<file path="config.mk">
export PLATFORM = sky130hd
export DESIGN_NAME = eatrm_cordic
export DESIGN_NICKNAME = d
export VERILOG_FILES = /design/src/sv/eatrm_pkg.sv /design/src/sv/eatrm_cordic.sv
export SDC_FILE = /design/constraint.sdc
export NUM_CORES = 2
export LEC_CHECK = 0
export BUFFER_PORTS_ARGS = -buffer_cell sky130_fd_sc_hd__buf_2
export CORE_MARGIN = 5
export CORE_UTILIZATION = 55
export CTS_CLUSTER_DIAMETER = 200
export CTS_CLUSTER_SIZE = 28
export DETAILED_ROUTE_END_ITERATION = 8
export PLACE_DENSITY = 0.71
export SLEW_MARGIN = 20
export SYNTH_ARGS = -nofsm -noshare
export SYNTH_HDL_FRONTEND = slang
export SYNTH_SLANG_ARGS = --single-unit
</file>
<file path="constraint.sdc">
create_clock -name clk -period 7.1 [get_ports clk]
set_input_delay 0.355 -clock clk [delete_from_list [all_inputs] [get_ports clk]]
set_output_delay 0.355 -clock clk [all_outputs]
set_load 0.005 [all_outputs]
</file>
<file path="src/sv/eatrm_pkg.sv">
// Shared types, constants and helper functions for the Euler angle to rotation matrix block.
package eatrm_pkg;

  // Iteration count of the sine/cosine unit, limited by the arctangent table.
  localparam int CORDIC_STAGES = 16;
  localparam int TABLE_LEN     = 24;
  localparam int N_ITER        = (CORDIC_STAGES < TABLE_LEN) ? CORDIC_STAGES : TABLE_LEN;

  // Datapath widths.
  localparam int ANG_W = 16;
  localparam int RED_W = 17;
  localparam int XY_W  = 34;
  localparam int Z_W   = 32;
  localparam int Q14_W = 16;
  localparam int PR_W  = 32;
  localparam int SUM_W = 45;
  localparam int SAT_W = 48;

  // Latencies: reduction, iterations and rounding, then pair products,
  // triple products with sums, and the output register.
  localparam int CORDIC_LAT = N_ITER + 2;
  localparam int TOTAL_LAT  = CORDIC_LAT + 3;

  typedef logic signed [ANG_W-1:0] angle_t;
  typedef logic signed [Q14_W-1:0] q14_t;

  // Angle constants in 1/128 degree.
  localparam logic signed [RED_W-1:0] ANG_FULL    = 17'sd46080;
  localparam logic signed [RED_W-1:0] ANG_HALF    = 17'sd23040;
  localparam logic signed [RED_W-1:0] ANG_QUARTER = 17'sd11520;

  // Start value of x: inverse of the iteration gain in Q2.30.
  localparam logic signed [XY_W-1:0] CORDIC_X0 = 34'sh026DD3B6A;
  localparam logic signed [XY_W-1:0] XY_HALF   = 34'sd32768;
  localparam logic signed [SUM_W-1:0] SUM_HALF = 45'sd134217728;
  localparam int Q14_ONE = 16384;

  // Arctangent of 2^-i in degrees times 2^23, rounded to nearest.
  localparam logic signed [Z_W-1:0] ATAN_TAB [0:TABLE_LEN-1] = '{
    32'sd377487360, 32'sd222843801, 32'sd117744544, 32'sd59768969,
    32'sd30000467,  32'sd15014858,  32'sd7509261,   32'sd3754860,
    32'sd1877459,   32'sd938733,    32'sd469367,    32'sd234683,
    32'sd117342,    32'sd58671,     32'sd29335,     32'sd14668,
    32'sd7334,      32'sd3667,      32'sd1833,      32'sd917,
    32'sd458,       32'sd229,       32'sd115,       32'sd57
  };

  // Clamp a value to the closed range of plus or minus one in Q14.
  function automatic q14_t sat_q14(input logic signed [SAT_W-1:0] v);
    q14_t r;
    if (v > SAT_W'(Q14_ONE)) begin
      r = Q14_W'(Q14_ONE);
    end else if (v < -SAT_W'(Q14_ONE)) begin
      r = -Q14_W'(Q14_ONE);
    end else begin
      r = v[Q14_W-1:0];
    end
    return r;
  endfunction

endpackage

</file>
<file path="src/sv/eatrm_cordic.sv">
// Pipelined sine and cosine of one angle: range reduction, CORDIC iterations, rounding.
module eatrm_cordic (
  input  logic            clk,
  input  logic            ce,
  input  eatrm_pkg::angle_t angle,
  output eatrm_pkg::q14_t sin_q14,
  output eatrm_pkg::q14_t cos_q14
);
  import eatrm_pkg::*;

  logic signed [RED_W-1:0] a_ext;
  logic signed [RED_W-1:0] a_wrap;
  logic signed [RED_W-1:0] a_red;
  logic                    neg_nxt;
  logic signed [Z_W-1:0]   z_nxt;

  logic signed [XY_W-1:0] x_r [0:N_ITER];
  logic signed [XY_W-1:0] y_r [0:N_ITER];
  logic signed [Z_W-1:0]  z_r [0:N_ITER];
  logic                   neg_r [0:N_ITER];

  logic signed [XY_W-1:0] x_rnd;
  logic signed [XY_W-1:0] y_rnd;
  q14_t                   cos_nxt;
  q14_t                   sin_nxt;
  q14_t                   sin_r;
  q14_t                   cos_r;

  // Fold the angle into one turn, then into the right half plane.
  always_comb begin
    a_ext   = RED_W'(angle);
    a_wrap  = a_ext;
    a_red   = a_ext;
    neg_nxt = 1'b0;
    if (a_ext >= ANG_HALF) begin
      a_wrap = a_ext - ANG_FULL;
    end else if (a_ext < -ANG_HALF) begin
      a_wrap = a_ext + ANG_FULL;
    end
    a_red = a_wrap;
    if (a_wrap > ANG_QUARTER) begin
      a_red   = ANG_HALF - a_wrap;
      neg_nxt = 1'b1;
    end else if (a_wrap < -ANG_QUARTER) begin
      a_red   = -ANG_HALF - a_wrap;
      neg_nxt = 1'b1;
    end
    z_nxt = {a_red[15:0], 16'b0};
  end

  // Entry stage of the iteration pipeline.
  always_ff @(posedge clk) begin
    if (ce) begin
      x_r[0]   <= CORDIC_X0;
      y_r[0]   <= '0;
      z_r[0]   <= z_nxt;
      neg_r[0] <= neg_nxt;
    end
  end

  // One rotation step per stage; the shift amount is fixed per stage.
  for (genvar i = 0; i < N_ITER; i++) begin : g_iter
    always_ff @(posedge clk) begin
      if (ce) begin
        if (z_r[i] >= 0) begin
          x_r[i+1] <= x_r[i] - (y_r[i] >>> i);
          y_r[i+1] <= y_r[i] + (x_r[i] >>> i);
          z_r[i+1] <= z_r[i] - ATAN_TAB[i];
        end else begin
          x_r[i+1] <= x_r[i] + (y_r[i] >>> i);
          y_r[i+1] <= y_r[i] - (x_r[i] >>> i);
          z_r[i+1] <= z_r[i] + ATAN_TAB[i];
        end
        neg_r[i+1] <= neg_r[i];
      end
    end
  end

  // Round Q30 to Q14, clamp, and restore the sign of the cosine.
  always_comb begin
    x_rnd   = (x_r[N_ITER] + XY_HALF) >>> 16;
    y_rnd   = (y_r[N_ITER] + XY_HALF) >>> 16;
    cos_nxt = sat_q14(SAT_W'(x_rnd));
    sin_nxt = sat_q14(SAT_W'(y_rnd));
    if (neg_r[N_ITER]) begin
      cos_nxt = -cos_nxt;
    end
  end

  always_ff @(posedge clk) begin
    if (ce) begin
      sin_r <= sin_nxt;
      cos_r <= cos_nxt;
    end
  end

  assign sin_q14 = sin_r;
  assign cos_q14 = cos_r;

endmodule

</file>
==> metrics.txt <==
final setup vio count 0; H-Tree Depth 2; Cells after Synth 12,500; Initial Utilization 55.2%; Synth Warn # 0; Hold Path Depth 4; GRT overflow 0; Die Wd 479 um; Crit. End Element flip-flop; DRT iter0 DRCs 6,904; commonest non-fill, non-tap cell in the layout edfxtp_1; Slew Viols, Final 0; WL final 307 mm; PostCTS Resize Cnt 0; crit start category flip-flop; detailed placer's ending HPWL 247 mm; # DRC 0; R2R setup slack 700 ps; root cell of the clock tree clkbuf_16; Max Cap Violations 0; synthesized area 121,000 um^2; Hold WC Path Type in -> reg; CTS clk-pin slew, worst paths 110 ps; Post-CTS Repair Setup Buffers 0; first-pass GRT wire length 491 mm; final worst-path cycle share 90.1%; critical path peak fanout 26; Via Count 95,000; Layout Nets 13,900; Critical Path AT 6960 ps; die area 229,000 um^2; initial antenna violation count 5; Setup TNS 0 ps; FF-to-FF Start z_r[7][8]; worst-margin pin slew 1110 ps; status complete, no violations; antenna viol nets, final 0; CTS tree yes; FMAX 0.156 GHz; Avg WL per Cell 20.0 um; WS Path Type reg -> reg; Vias/cell 6.18; Final Critical Period 6400 ps; Critical Path RT 7660 ps; number of fill cells 18,800; Seq cells post-synth 1,434; hold path endpoint z_r[0][29]; clock sinks 1,434; buffer levels on the longest clock path 3; vias in the first global route 92,400; async set or reset register ratio after synthesis 0%; Max-slew headroom 25.4%; Hold Path Origin angle[13]; GRT Util Overall 25.9%; area grow syn2layout 4.39%; largest net degree at the start of global routing 180; Seq/Total Area, Yosys 35.6%; synth unique cells 107; Worst-Skew Late Latency 790 ps; total CTS buffers 57; Worst R2R End y_r[8][32]; Post-Route Skew 58.2 ps; Synth Net Count 13,900; share of cells above drive strength 1 3.10%; FF-to-FF path depth 20; Post-synth EDFFs 1,434; global placer's final weighted congestion 0.976; Core Region 219,000 um^2; leading cell types in the layout, fill and taps excluded edfxtp_1, ha_1, a21oi_1, xnor2_1, nor2_1; PortBufs 49; Synth Area per Inst 9.68 um^2; ys flop type edfxtp_1; Die Span Y 479 um; row count 172; unrepaired setup endpoints after global routing no; cts hold-fix bufs 11; DRT Pass-1 Iters 6; # IOs 50; Final Hold Viols 0
critical path, stage by stage, from the launching register on:
cell	delay, ps
edfxtp_1	410
nor4_1	470
nand4_1	190
o21ai_0	250
inv_1	80
nand2_2	140
clkinv_1	850
nor2_1	380
xnor2_1	160
ha_1	290
nor2b_1	160
o31a_1	280
o311ai_0	660
o211ai_1	400
o211ai_1	360
a31o_2	260
nor2_1	80
o41a_1	380
o21a_1	170
nor2_1	120
xnor2_1	70
stage by stage:
step | setup WS (ps) | instance area, um^2 | hold slack [ps] | util, % | cells
final | 701 | 126000 | 180 | 57.6 | 15400
after detailed placement | 798 | 125000 | 405 | 56.8 | 15300
after global routing | 281 | 126000 | 188 | 57.6 | 15400
after CTS | 755 | 126000 | 111 | 57.6 | 15400
after floorplan | 1850 | 121000 | 400 | - | 12500
after global placement | 851 | 125000 | 402 | 56.8 | 15300
layer usage:
metal | GRT usage (%) | vias up | wire (um)
met5 | 0 | - | 13
met4 | 9.08 | 2 | 11800
met3 | 2.19 | 561 | 14100
met2 | 46.4 | 2542 | 151000
met1 | 32.9 | 45500 | 130000
li1 | - | 46400 | -
flip-flops by register name, indices dropped and copies added, names as in the netlist:
signal   flops
y_r        496
x_r        469
z_r        420
neg_r       17
cos_q14     16
sin_q14     16
synthesized netlist by cell type (97+ instances only):
master / instances / area, um^2
a31oi_1: 117 / 732
nor2b_1: 176 / 1100
and3_1: 105 / 657
nor4_1: 118 / 738
a21o_1: 591 / 4440
ha_1: 1367 / 17100
a21oi_1: 1232 / 6170
edfxtp_1: 1434 / 43100
o21ai_0: 701 / 3510
inv_1: 532 / 2000
nand2_1: 741 / 2780
nand2b_1: 229 / 1430
xnor2_1: 1188 / 10400
o21a_1: 179 / 1340
nand3_1: 216 / 1080
xor2_1: 659 / 5770
or3_1: 97 / 607
nor3_1: 280 / 1400
o31ai_1: 156 / 1170
clkbuf_1: 149 / 559
nand4_1: 98 / 613
o21bai_1: 162 / 1220
nor2_1: 857 / 3220
layout make-up:
type | instances | area (um^2) | area share (%)
antenna | 2 | 5.00 | 0.00396
clock buffer | 57 | 1430 | 1.13
clock inverter | 4 | 67.6 | 0.0535
inverter | 539 | 2020 | 1.60
multi-input combinational | 10300 | 75200 | 59.5
sequential | 1434 | 43100 | 34.1
tap | 2871 | 3590 | 2.85
timing repair buffer | 130 | 921 | 0.729
kinds of logic after synthesis:
group,Yosys count,synth area share [%]
flip-flops,1434,35.6
multiplexers,101,0.889
buffers and inverters,725,2.27
AO/OA/AOI/OAI,3781,19.9
XOR/XNOR,1850,13.4
AND/OR/NAND/NOR,3195,13.1
adder cells (fa/ha/maj),1410,14.9
how the worst max path moves through the flow:
stage,start,endpoint,cells past startpoint
after floorplan,z_r[10][15],z_r[11][31],21
after global placement,z_r[7][8],y_r[8][32],20
after detailed placement,z_r[7][8],y_r[8][32],20
after CTS,z_r[7][8],y_r[8][32],20
after global routing,z_r[7][8],y_r[8][32],20
final,z_r[7][8],y_r[8][32],20
Power is left out: the tool's default activity adds up to more than one toggle a clock period on the data nets, which glitch-free logic cannot reach.
